File: src/design/status_led_rail_controller_macros.svh
// ----------------------------------------------------------------------------
// Assertion macros for the status rail controller
// Immediate-free concurrent assertion wrappers, removed under SYNTH.
// ----------------------------------------------------------------------------
`ifndef STATUS_LED_RAIL_CONTROLLER_MACROS_SVH
`define STATUS_LED_RAIL_CONTROLLER_MACROS_SVH
`ifndef SYNTH
`define SLR_ASSERT_IMP(label, clk, rst, a, c) \
  label: assert property (@(posedge clk) disable iff (rst) (a) |-> (c)) else $error("%m failed");
`define SLR_ASSERT_NXT(label, clk, rst, a, c) \
  label: assert property (@(posedge clk) disable iff (rst) (a) |=> (c)) else $error("%m failed");
`else
`define SLR_ASSERT_IMP(label, clk, rst, a, c)
`define SLR_ASSERT_NXT(label, clk, rst, a, c)
`endif
`endif

File: src/design/slr_pkg.sv
// ----------------------------------------------------------------------------
// slr_pkg
// Types and constants shared by the status rail controller.
// ----------------------------------------------------------------------------
package slr_pkg;
  localparam int PixelCount = 6;
  localparam int PixW = 3;
  localparam int HostPixel = 4;

  localparam logic [2:0] OP_REPORT = 3'd0;
  localparam logic [2:0] OP_FRAME = 3'd1;
  localparam logic [2:0] OP_TICK = 3'd2;
  localparam logic [2:0] OP_BLACKOUT = 3'd3;
  localparam logic [2:0] OP_WAKE = 3'd4;
  localparam logic [2:0] OP_OTA_ENTER = 3'd5;
  localparam logic [2:0] OP_OTA_LEAVE = 3'd6;

  localparam logic [1:0] REG_CAP = 2'd0;
  localparam logic [1:0] REG_LATCH = 2'd1;
  localparam logic [1:0] REG_FAST = 2'd2;
  localparam logic [1:0] REG_SLOW = 2'd3;

  localparam logic [1:0] MODE_SOLID = 2'd0;
  localparam logic [1:0] MODE_FAST = 2'd1;
  localparam logic [1:0] MODE_SLOW = 2'd2;

  localparam logic [31:0] COL_RED = 32'hFF000000;
  localparam logic [31:0] COL_AMBER = 32'hFF8C0000;
  localparam logic [31:0] COL_PURPLE = 32'h5A00FF00;
  localparam logic [31:0] COL_BLUE = 32'h0000FF00;
  localparam logic [31:0] COL_GREEN = 32'h00FF0000;
  localparam logic [31:0] COL_FAINT = 32'h00000078;

  // per-pixel record: shown, blink colour, mode, latch, prior uptime
  localparam int EntW = 32 + 32 + 2 + 12 + 32;

  typedef struct packed {
    logic [31:0] shown;
    logic [31:0] blink;
    logic [1:0]  mode;
    logic [11:0] latch;
    logic [31:0] uptime;
  } entry_t;

  typedef struct packed {
    logic [2:0]  operation;
    logic [2:0]  member_id;
    logic        alive;
    logic        eligible;
    logic        serving;
    logic        updating;
    logic        is_self;
    logic [31:0] uptime;
    logic [2:0]  leader;
    logic        my_valid;
    logic [7:0]  my_bits;
  } item_t;

  typedef struct packed {
    logic [2:0] pixel;
    logic [7:0] red;
    logic [7:0] green;
    logic [7:0] blue;
    logic [7:0] white;
    logic       last;
  } result_t;

  // v * cap / 255 for v, cap < 256: (p + (p>>8) + 1) >> 8 is exact
  function automatic logic [7:0] scale(input logic [7:0] v, input logic [7:0] cap);
    logic [15:0] p;
    logic [16:0] s;
    p = v * cap;
    s = {1'b0, p} + {9'd0, p[15:8]} + 17'd1;
    return s[15:8];
  endfunction
endpackage

File: src/design/status_led_rail_controller.sv
// ----------------------------------------------------------------------------
// status_led_rail_controller
// Six-pixel RGBW status rail driven by member reports, frame ends and ticks.
// ----------------------------------------------------------------------------
// One command at a time. start is taken when busy is low. A report is one
// read-modify-write of the pixel record memory and keeps busy high through
// its read and write states. Wake, OTA leave, an ignored command and an OTA
// enter already inside the window finish at the accepting edge. A first OTA
// enter walks the six records, a read and a write state per pixel, and emits
// nothing. A frame end, tick or blackout walks the six pixel records through
// the one memory read port, a read and a write state per pixel, and then
// emits six pixels at one per cycle, 0 to 5, strobe high for exactly one
// cycle each, last on pixel 5; the receiver cannot stall, so results are never
// held. A tick that flips no phase, or touches no blinking pixel, emits
// nothing after its walk. After reset the block clears the six pixel records
// with busy high; configuration writes are accepted at any time (ready is
// tied high) and must only be issued while the block is idle.
// ----------------------------------------------------------------------------
module status_led_rail_controller (
  input  logic                     clk,
  input  logic                     rst,
  input  logic                     start,
  output logic                     busy,
  input  slr_pkg::item_t           item,
  output logic                     result_valid,
  output slr_pkg::result_t         result,
  input  logic                     cfg_valid,
  output logic                     cfg_ready,
  input  logic [1:0]               cfg_index,
  input  logic [11:0]              cfg_data
);
  import slr_pkg::*;
  `include "status_led_rail_controller_macros.svh"

  typedef enum logic [3:0] {
    S_CLEAR, S_IDLE, S_RD, S_WR, S_FRD, S_FWR, S_TRD, S_TWR, S_EMIT_RD, S_EMIT
  } state_t;

  state_t state;
  item_t  cmd;
  logic [PixW-1:0] idx;
  logic [7:0]  cap_level;
  logic [11:0] latch_ticks;
  logic [5:0]  fast_half, slow_half;
  logic [5:0]  reported_mask;
  logic        heard_flag, dark_flag, ota_flag;
  logic [5:0]  fast_count, slow_count;
  logic [1:0]  phase_bits;
  logic        touched, flipped;

  // memory ports
  logic            we;
  logic [PixW-1:0] waddr, raddr;
  entry_t          wdata, rdata;

  slr_ram #(.Width(EntW), .Depth(PixelCount)) u_ram (
    .clk(clk), .we(we), .waddr(waddr), .wdata(wdata), .raddr(raddr), .rdata(rdata)
  );

  assign cfg_ready = 1'b1;
  assign busy = (state != S_IDLE);

  always_ff @(posedge clk) begin
    if (cfg_valid) begin
      unique case (cfg_index)
        REG_CAP:   cap_level <= cfg_data[7:0];
        REG_LATCH: latch_ticks <= cfg_data;
        REG_FAST:  fast_half <= cfg_data[5:0];
        REG_SLOW:  slow_half <= cfg_data[5:0];
        default: ;
      endcase
    end
    if (rst) begin
      cap_level <= 8'd50;
      latch_ticks <= 12'd150;
      fast_half <= 6'd3;
      slow_half <= 6'd10;
    end
  end

  // report decode
  logic            mapped;
  logic [PixW-1:0] rep_pix;
  always_comb begin
    mapped = 1'b1;
    rep_pix = '0;
    unique case (cmd.member_id)
      3'd1, 3'd2, 3'd3, 3'd4: rep_pix = cmd.member_id - 3'd1;
      3'd6: rep_pix = PixW'(HostPixel);
      3'd7: rep_pix = 3'd5;
      default: mapped = 1'b0;
    endcase
  end

  entry_t rep_e;
  always_comb begin
    logic booting, benched;
    logic [11:0] lat;
    rep_e = rdata;
    lat = cmd.updating ? latch_ticks : rdata.latch;
    if (cmd.uptime < rdata.uptime) lat = '0;
    booting = cmd.alive && cmd.eligible && !cmd.serving;
    benched = cmd.alive && cmd.eligible && (cmd.member_id != cmd.leader) &&
              cmd.my_valid && cmd.my_bits[cmd.member_id];
    rep_e.latch = lat;
    rep_e.uptime = cmd.uptime;
    rep_e.mode = MODE_SOLID;
    if (!cmd.alive) rep_e.blink = COL_RED;
    else if (booting) begin rep_e.blink = COL_AMBER; rep_e.mode = MODE_FAST; end
    else if (lat != '0) begin rep_e.blink = COL_AMBER; rep_e.mode = MODE_SLOW; end
    else if (cmd.member_id == 3'd7) rep_e.blink = COL_PURPLE;
    else if (cmd.member_id == 3'd6) rep_e.blink = COL_BLUE;
    else if (cmd.member_id == cmd.leader) rep_e.blink = COL_GREEN;
    else if (benched) rep_e.blink = COL_AMBER;
    else if (cmd.eligible) rep_e.blink = COL_FAINT;
    else rep_e.blink = COL_PURPLE;
    rep_e.shown = rep_e.blink;
  end

  // frame end / blackout / ota per-pixel update
  entry_t frm_e;
  always_comb begin
    frm_e = rdata;
    unique case (cmd.operation)
      OP_FRAME: begin
        if (!reported_mask[idx]) frm_e.shown = '0;
        if (idx == PixW'(HostPixel)) begin
          frm_e.mode = MODE_SOLID;
          frm_e.shown = heard_flag ? COL_BLUE : COL_RED;
        end
      end
      OP_BLACKOUT: begin
        frm_e.mode = MODE_SOLID;
        frm_e.shown = '0;
      end
      OP_OTA_ENTER: begin
        frm_e.mode = MODE_SLOW;
        frm_e.blink = COL_AMBER;
      end
      default: ;
    endcase
  end

  // tick per-pixel update; phase_bits already updated
  entry_t tck_e;
  logic   tck_blink;
  always_comb begin
    logic on;
    tck_e = rdata;
    if (rdata.latch != '0) tck_e.latch = rdata.latch - 12'd1;
    tck_blink = flipped && !dark_flag && (rdata.mode != MODE_SOLID);
    on = (rdata.mode == MODE_FAST) ? phase_bits[0] : phase_bits[1];
    if (tck_blink) tck_e.shown = on ? rdata.blink : '0;
  end

  // blink counters
  logic [5:0] fc_inc, sc_inc, fh, sh;
  logic       fwrap, swrap;
  always_comb begin
    fh = (fast_half == '0) ? 6'd1 : fast_half;
    sh = (slow_half == '0) ? 6'd1 : slow_half;
    fc_inc = fast_count + 6'd1;
    sc_inc = slow_count + 6'd1;
    fwrap = (fc_inc >= fh);
    swrap = (sc_inc >= sh);
  end

  always_comb begin
    we = 1'b0;
    waddr = idx;
    wdata = frm_e;
    raddr = idx;
    unique case (state)
      S_CLEAR: begin
        we = 1'b1;
        wdata = '0;
      end
      S_RD: raddr = rep_pix;
      S_WR: begin
        we = 1'b1;
        wdata = (cmd.operation == OP_REPORT) ? rep_e : frm_e;
      end
      S_FWR: we = 1'b1;
      S_TWR: begin
        we = 1'b1;
        wdata = tck_e;
      end
      default: ;
    endcase
  end

  always_ff @(posedge clk) begin
    result_valid <= 1'b0;
    unique case (state)
      S_CLEAR: begin
        idx <= idx + 3'd1;
        if (idx == PixW'(PixelCount - 1)) begin
          state <= S_IDLE;
          idx <= '0;
        end
      end
      S_IDLE: begin
        idx <= '0;
        if (start) begin
          cmd <= item;
          unique case (item.operation)
            OP_REPORT: begin
              if (!dark_flag && !ota_flag) begin
                if (!item.is_self && item.alive) heard_flag <= 1'b1;
                state <= S_RD;
              end
            end
            OP_FRAME: if (!dark_flag && !ota_flag) state <= S_FRD;
            OP_TICK: begin
              fast_count <= fwrap ? '0 : fc_inc;
              slow_count <= swrap ? '0 : sc_inc;
              phase_bits <= phase_bits ^ {swrap, fwrap};
              flipped <= fwrap || swrap;
              touched <= 1'b0;
              state <= S_TRD;
            end
            OP_BLACKOUT: begin
              dark_flag <= 1'b1;
              state <= S_FRD;
            end
            OP_WAKE: dark_flag <= 1'b0;
            OP_OTA_ENTER: begin
              ota_flag <= 1'b1;
              if (!ota_flag) state <= S_FRD;
            end
            OP_OTA_LEAVE: ota_flag <= 1'b0;
            default: ;
          endcase
        end
      end
      S_RD: begin
        // rdata valid next; report pixel held in idx
        idx <= rep_pix;
        state <= mapped ? S_WR : S_IDLE;
      end
      S_WR: begin
        reported_mask[idx] <= 1'b1;
        state <= S_IDLE;
      end
      S_FRD: state <= S_FWR;
      S_FWR: begin
        idx <= idx + 3'd1;
        state <= S_FRD;
        if (idx == PixW'(PixelCount - 1)) begin
          idx <= '0;
          if (cmd.operation == OP_FRAME) begin
            reported_mask <= '0;
            heard_flag <= 1'b0;
          end
          state <= (cmd.operation == OP_OTA_ENTER) ? S_IDLE : S_EMIT_RD;
        end
      end
      S_TRD: state <= S_TWR;
      S_TWR: begin
        if (tck_blink) touched <= 1'b1;
        idx <= idx + 3'd1;
        state <= S_TRD;
        if (idx == PixW'(PixelCount - 1)) begin
          idx <= '0;
          state <= (touched || tck_blink) ? S_EMIT_RD : S_IDLE;
        end
      end
      S_EMIT_RD: begin
        idx <= idx + 3'd1;
        state <= S_EMIT;
      end
      S_EMIT: begin
        // rdata holds pixel idx-1
        result_valid <= 1'b1;
        result.pixel <= idx - 3'd1;
        result.red <= scale(rdata.shown[31:24], cap_level);
        result.green <= scale(rdata.shown[23:16], cap_level);
        result.blue <= scale(rdata.shown[15:8], cap_level);
        result.white <= scale(rdata.shown[7:0], cap_level);
        result.last <= (idx == PixW'(PixelCount));
        idx <= idx + 3'd1;
        if (idx == PixW'(PixelCount)) begin
          state <= S_IDLE;
        end
      end
      default: state <= S_IDLE;
    endcase
    if (rst) begin
      state <= S_CLEAR;
      idx <= '0;
      result_valid <= 1'b0;
      reported_mask <= '0;
      heard_flag <= 1'b0;
      dark_flag <= 1'b0;
      ota_flag <= 1'b0;
      fast_count <= '0;
      slow_count <= '0;
      phase_bits <= 2'b11;
      flipped <= 1'b0;
      touched <= 1'b0;
    end
  end

  `SLR_ASSERT_IMP(a_emit_busy, clk, rst, result_valid, busy || $past(state) == S_EMIT)
  `SLR_ASSERT_IMP(a_last_pix, clk, rst, result_valid && result.last, result.pixel == 3'd5)
  `SLR_ASSERT_NXT(a_start_idle, clk, rst, start && !busy && item.operation == OP_TICK, busy)
  `SLR_ASSERT_IMP(a_pix_range, clk, rst, result_valid, result.pixel <= 3'd5)
endmodule

File: src/design/slr_ram.sv
// ----------------------------------------------------------------------------
// slr_ram
// Generic single-port-write, single-read RAM with registered read data.
// ----------------------------------------------------------------------------
module slr_ram #(
  parameter int Width = 8,
  parameter int Depth = 8
) (
  input  logic                     clk,
  input  logic                     we,
  input  logic [$clog2(Depth)-1:0] waddr,
  input  logic [Width-1:0]         wdata,
  input  logic [$clog2(Depth)-1:0] raddr,
  output logic [Width-1:0]         rdata
);
  logic [Width-1:0] mem [Depth];

  always_ff @(posedge clk) begin
    if (we) begin
      mem[waddr] <= wdata;
    end
    rdata <= mem[raddr];
  end
endmodule

File: config.mk
export PLATFORM = sky130hd
export DESIGN_NAME = status_led_rail_controller
export DESIGN_NICKNAME = d
export VERILOG_FILES = /design/src/design/slr_pkg.sv /design/src/design/status_led_rail_controller.sv /design/src/design/slr_ram.sv
export VERILOG_INCLUDE_DIRS = /design/src /design/src/design
export SDC_FILE = /design/constraint.sdc
export NUM_CORES = 2
export LEC_CHECK = 0
export BUFFER_PORTS_ARGS = -buffer_cell sky130_fd_sc_hd__buf_4
export CAP_MARGIN = 40
export CORE_MARGIN = 2
export CORE_UTILIZATION = 60
export DETAILED_ROUTE_END_ITERATION = 6
export PLACE_DENSITY = 0.78
export SYNTH_ARGS = -nofsm -noshare
export SYNTH_HDL_FRONTEND = slang
export SYNTH_SLANG_ARGS = --single-unit
File: constraint.sdc
create_clock -name clk -period 12.6 [get_ports clk]
set_input_delay 0.63 -clock clk [delete_from_list [all_inputs] [get_ports clk]]
set_output_delay 0.63 -clock clk [all_outputs]
set_load 0.02 [all_outputs]
==> insert_results.sql <==
INSERT INTO impl_metrics (metric_group, metric, value, unit) VALUES
('status', 'status', 'complete, no violations', ''),
('timing', 'postLayoutSetupSlackWorst', '6.088', 'ns'),
('critical_path', 'required', '12.98', 'ns'),
('synthesis', 'synthArstFlopShare', '0', ''),
('critical_path', 'cpPeakStageDelay', '0.61', 'ns'),
('synthesis', 'synth.cell_area', '46720', 'um^2'),
('route', 'detail_route.iter0.violations', '2777', ''),
('critical_path', 'cp_slowest_cell', 'dfxtp_1', ''),
('power_and_ir_drop', 'power_density', '185.2', 'nW/um^2'),
('timing', 'finalClockSkew', '0.04652', 'ns'),
('power_and_ir_drop', 'clock_power_share', '0.289', ''),
('power_and_ir_drop', 'p_switching', '3.162', 'mW'),
('power_and_ir_drop', 'total_power_consumption', '9.628', 'mW'),
('critical_path', 'worst-setup-path-type', 'reg2reg', ''),
('timing', 'timing.final.setup_violations', '0', ''),
('critical_path', 'reg2reg_to', 'result[13]', ''),
('timing', 'drv_slew', '0', ''),
('die', 'die-width', '283.1', 'um'),
('global_routing', 'grt-ovfl-total', '0', ''),
('cts', 'worst_setup_hold_path_clk_slew', '0.06', 'ns'),
('die', 'ioPinCount', '112', ''),
('synthesis', 'ys_seq_elements', '925', ''),
('cts', 'max-clock-path-buffers', '3', ''),
('die', 'area_of_the_die', '80120', 'um^2'),
('critical_path', 'worst-path-max-fanout', '24', ''),
('placed_design', 'gp_congestion', '0.8534', ''),
('timing', 'slew_headroom', '0.3774', ''),
('timing', 'report.final.hold_viol_count', '0', ''),
('synthesis', 'synth.distinct_cells', '102', ''),
('final_layout', 'nets', '4213', ''),
('global_routing', 'grt_use_total', '0.2564', ''),
('die', 'initial_utilization', '0.6042', ''),
('cts', 'holdBufCountCts', '0', ''),
('die', 'placementRows', '102', ''),
('cts', 'cts.htree.levels', '3', ''),
('cts', 'cts_buffers', '90', ''),
('cts', 'cts.root.buffer_cell', 'clkbuf_16', ''),
('critical_path', 'timing.critical_path.max_delay_family', 'adder cells', ''),
('timing', 'hold_ws', '0.1246', 'ns'),
('route', 'vias_per_cell', '6.057', ''),
('critical_path', 'r2r.worst_path.cells', '23', ''),
('power_and_ir_drop', 'p_int', '6.466', 'mW'),
('critical_path', 'timing.critical_path.cells', 'buf_16 > nand2_1 > fa_1 > fa_1 > inv_1 > fa_1 > inv_1 > fa_1 > inv_1 > ha_1 > nor2b_1 > nor3_1 > o21ai_0 > xor2_1 > ha_1 > a211oi_1 > a221o_1 > o21ai_1 > inv_1 > maj3_2 > o31ai_2 > nand2_1 > xnor2_1', ''),
('timing', 'timing.setup.tns', '0', 'ns'),
('route', 'totalWireLength', '102.3', 'mm'),
('critical_path', 'cp.arrival', '6.90', 'ns'),
('timing', 'grt_setup_unrepaired', 'no', ''),
('worst_hold_path', 'min_delay_worst_endpoint', 'cmd[15]', ''),
('synthesis', 'synth-edff-count', '750', ''),
('placed_design', 'dp_worst_setup_slack', '6.195', 'ns'),
('synthesis', 'synth_area_per_cell', '12.67', 'um^2'),
('placed_design', 'port_buffers', '110', ''),
('timing', 'worst_pin_slew', '0.9340', 'ns'),
('global_routing', 'first_global_vias', '30182', ''),
('route', 'postRouteAntennaNets', '0', ''),
('placed_design', 'detailedPlacementHpwl', '63.77', 'mm'),
('final_layout', 'drive_above_1_share', '0.1244', ''),
('global_routing', 'initial_antenna_violation_count', '1', ''),
('timing', 'timing.fmax', '153.6', 'MHz'),
('synthesis', 'count_of_mapped_cells_out_of_synthesis', '3689', ''),
('power_and_ir_drop', 'p_leak', '20.42', 'nW'),
('job', 'drv.max_cap_violation_count', '0', ''),
('worst_hold_path', 'hold_path.class', 'in2reg', ''),
('power_and_ir_drop', 'comb_power_share', '0.320', ''),
('critical_path', 'r2r_slack', '6.09', 'ns'),
('cts', 'tritoncts', 'yes', ''),
('route', 'firstDrtPassIters', '6', ''),
('die', 'dieHeight', '283.1', 'um'),
('worst_hold_path', 'hold_depth', '1', ''),
('synthesis', 'seq_area_frac_synth', '0.5570', ''),
('critical_path', 'crit_path_start_kind', 'flop', '');
registers in the layout (all words and copies together), names as in the netlist, 2 cells and up:
register       count
fast_half          6
slow_count         6
fast_count         6
reported_mask      6
u_ram.rdata      110
slow_half          6
u_ram.mem        660
cmd               54
cap_level          8
phase_bits         2
state              4
result            36
latch_ticks       12
idx                3
worst max-delay path by stage:
stage / cells past startpoint / slack [ns] / start / endpoint
2_1_floorplan: 5 / 3.23 / state[1] / u_ram.mem[0][0]
3_3_place_gp: 25 / 5.92 / cap_level[3] / result[7]
3_5_place_dp: 23 / 6.20 / cap_level[3] / result[13]
4_1_cts: 23 / 6.18 / cap_level[3] / result[11]
5_1_grt: 24 / 5.70 / cap_level[3] / result[11]
6_report: 23 / 6.09 / cap_level[3] / result[13]
placed cells by master, fill, tap and decap left out, types with 24 or more instances in the layout:
cell type / netlist / final
o21ai_0: 73 / 72
mux4_2: 112 / 112
xnor2_1: 70 / 70
xor2_1: 28 / 28
buf_4: 4 / 150
a31oi_1: 117 / 117
o21ai_1: 23 / 24
nor2_1: 261 / 254
nand2b_1: 27 / 27
clkbuf_16: 0 / 90
mux2i_1: 28 / 28
fa_1: 144 / 144
nand3_1: 27 / 27
nand2_1: 387 / 384
a21oi_1: 124 / 123
ha_1: 224 / 224
nor3_1: 36 / 33
a22o_1: 37 / 37
dfxtp_1: 175 / 175
inv_1: 274 / 273
edfxtp_1: 750 / 750
a21o_1: 42 / 41
and2_1: 230 / 229
cells by family after synthesis:
kind of cell / count (synthesis) / synth area share
mux: 142 / 0.06046
compound gates: 616 / 0.09180
fa+ha+maj: 370 / 0.1221
flops: 925 / 0.5570
simple gates: 1082 / 0.1102
buf+inv: 452 / 0.03861
xor+xnor: 101 / 0.01971
other cells: 1 / 0.00008026
final cells by class:
| class | count | area [um^2] | share of cell area |
|---|---|---|---|
| Timing Repair Buffer | 168 | 1506 | 0.02898 |
| Clock buffer | 114 | 2412 | 0.04640 |
| Antenna cell | 1 | 2.502 | 0.00004813 |
| Inverter | 275 | 1032 | 0.01985 |
| Tap cell | 1040 | 1301 | 0.02503 |
| Sequential cell | 925 | 26030 | 0.5006 |
| Clock inverter | 56 | 711.9 | 0.01369 |
| Multi-Input combinational cell | 2312 | 19000 | 0.3654 |
routing by layer:
metal / share of wire / GRT usage / vias up / routed length [um]
met5: 0 / 0 / - / 0
met4: 0.032 / 0.09246 / 0 / 3238
met3: 0.077 / 0.04122 / 220 / 7836
met2: 0.49 / 0.4325 / 1222 / 50400
met1: 0.40 / 0.3388 / 14685 / 40810
li1: - / - / 13497 / -
cell usage after synthesis, types with 9 or more instances:
cell / instances / area (um^2)
dfxtp_1: 175 / 3503
buf_6: 9 / 101.4
and2_1: 230 / 1439
nor2b_1: 20 / 125.1
clkbuf_1: 127 / 476.7
xor2_1: 28 / 245.2
fa_1: 144 / 2883
a221oi_1: 19 / 166.4
xnor2_1: 70 / 613.1
a211o_1: 12 / 105.1
nor2_1: 261 / 979.7
nor3_1: 36 / 180.2
buf_1: 17 / 63.81
o21ai_0: 73 / 365.4
inv_1: 274 / 1028
a22o_1: 37 / 324.1
o21bai_1: 11 / 82.58
mux4_2: 112 / 2522
and3_1: 12 / 75.07
edfxtp_1: 750 / 22520
nand3b_1: 13 / 97.59
nand2_1: 387 / 1453
buf_2: 20 / 100.1
o21a_1: 13 / 97.59
a21oi_1: 124 / 620.6
nand3_1: 27 / 135.1
nand2b_1: 27 / 168.9
ha_1: 224 / 2803
a221o_1: 20 / 200.2
a21o_1: 42 / 315.3
a32oi_1: 9 / 78.83
nor4_1: 10 / 62.56
a31oi_1: 117 / 732.0
nand4_1: 13 / 81.33
o21ai_1: 23 / 115.1
mux2i_1: 28 / 280.3
a211oi_1: 16 / 120.1
power by group through the flow:
stage                     Sequential (mW)  Clock (mW)  Combinational (mW)
final                                3.77        2.78                3.08
after global placement               3.81           0                2.95
after global routing                 3.79        2.93                3.49
after floorplan                      3.74           0                2.46
after detailed placement             3.82           0                3.05
after CTS                            3.76        2.82                3.09
per-stage QoR:
step	instance area, um^2	instances	util
floorplan	46720	3689	-
global placement	48490	4701	0.6269
detailed placement	48860	4720	0.6318
CTS	51990	4890	0.6722
global route	51990	4891	0.6722
finish	51990	4891	0.6722
Note: power is estimated with default switching activity, not from simulation.
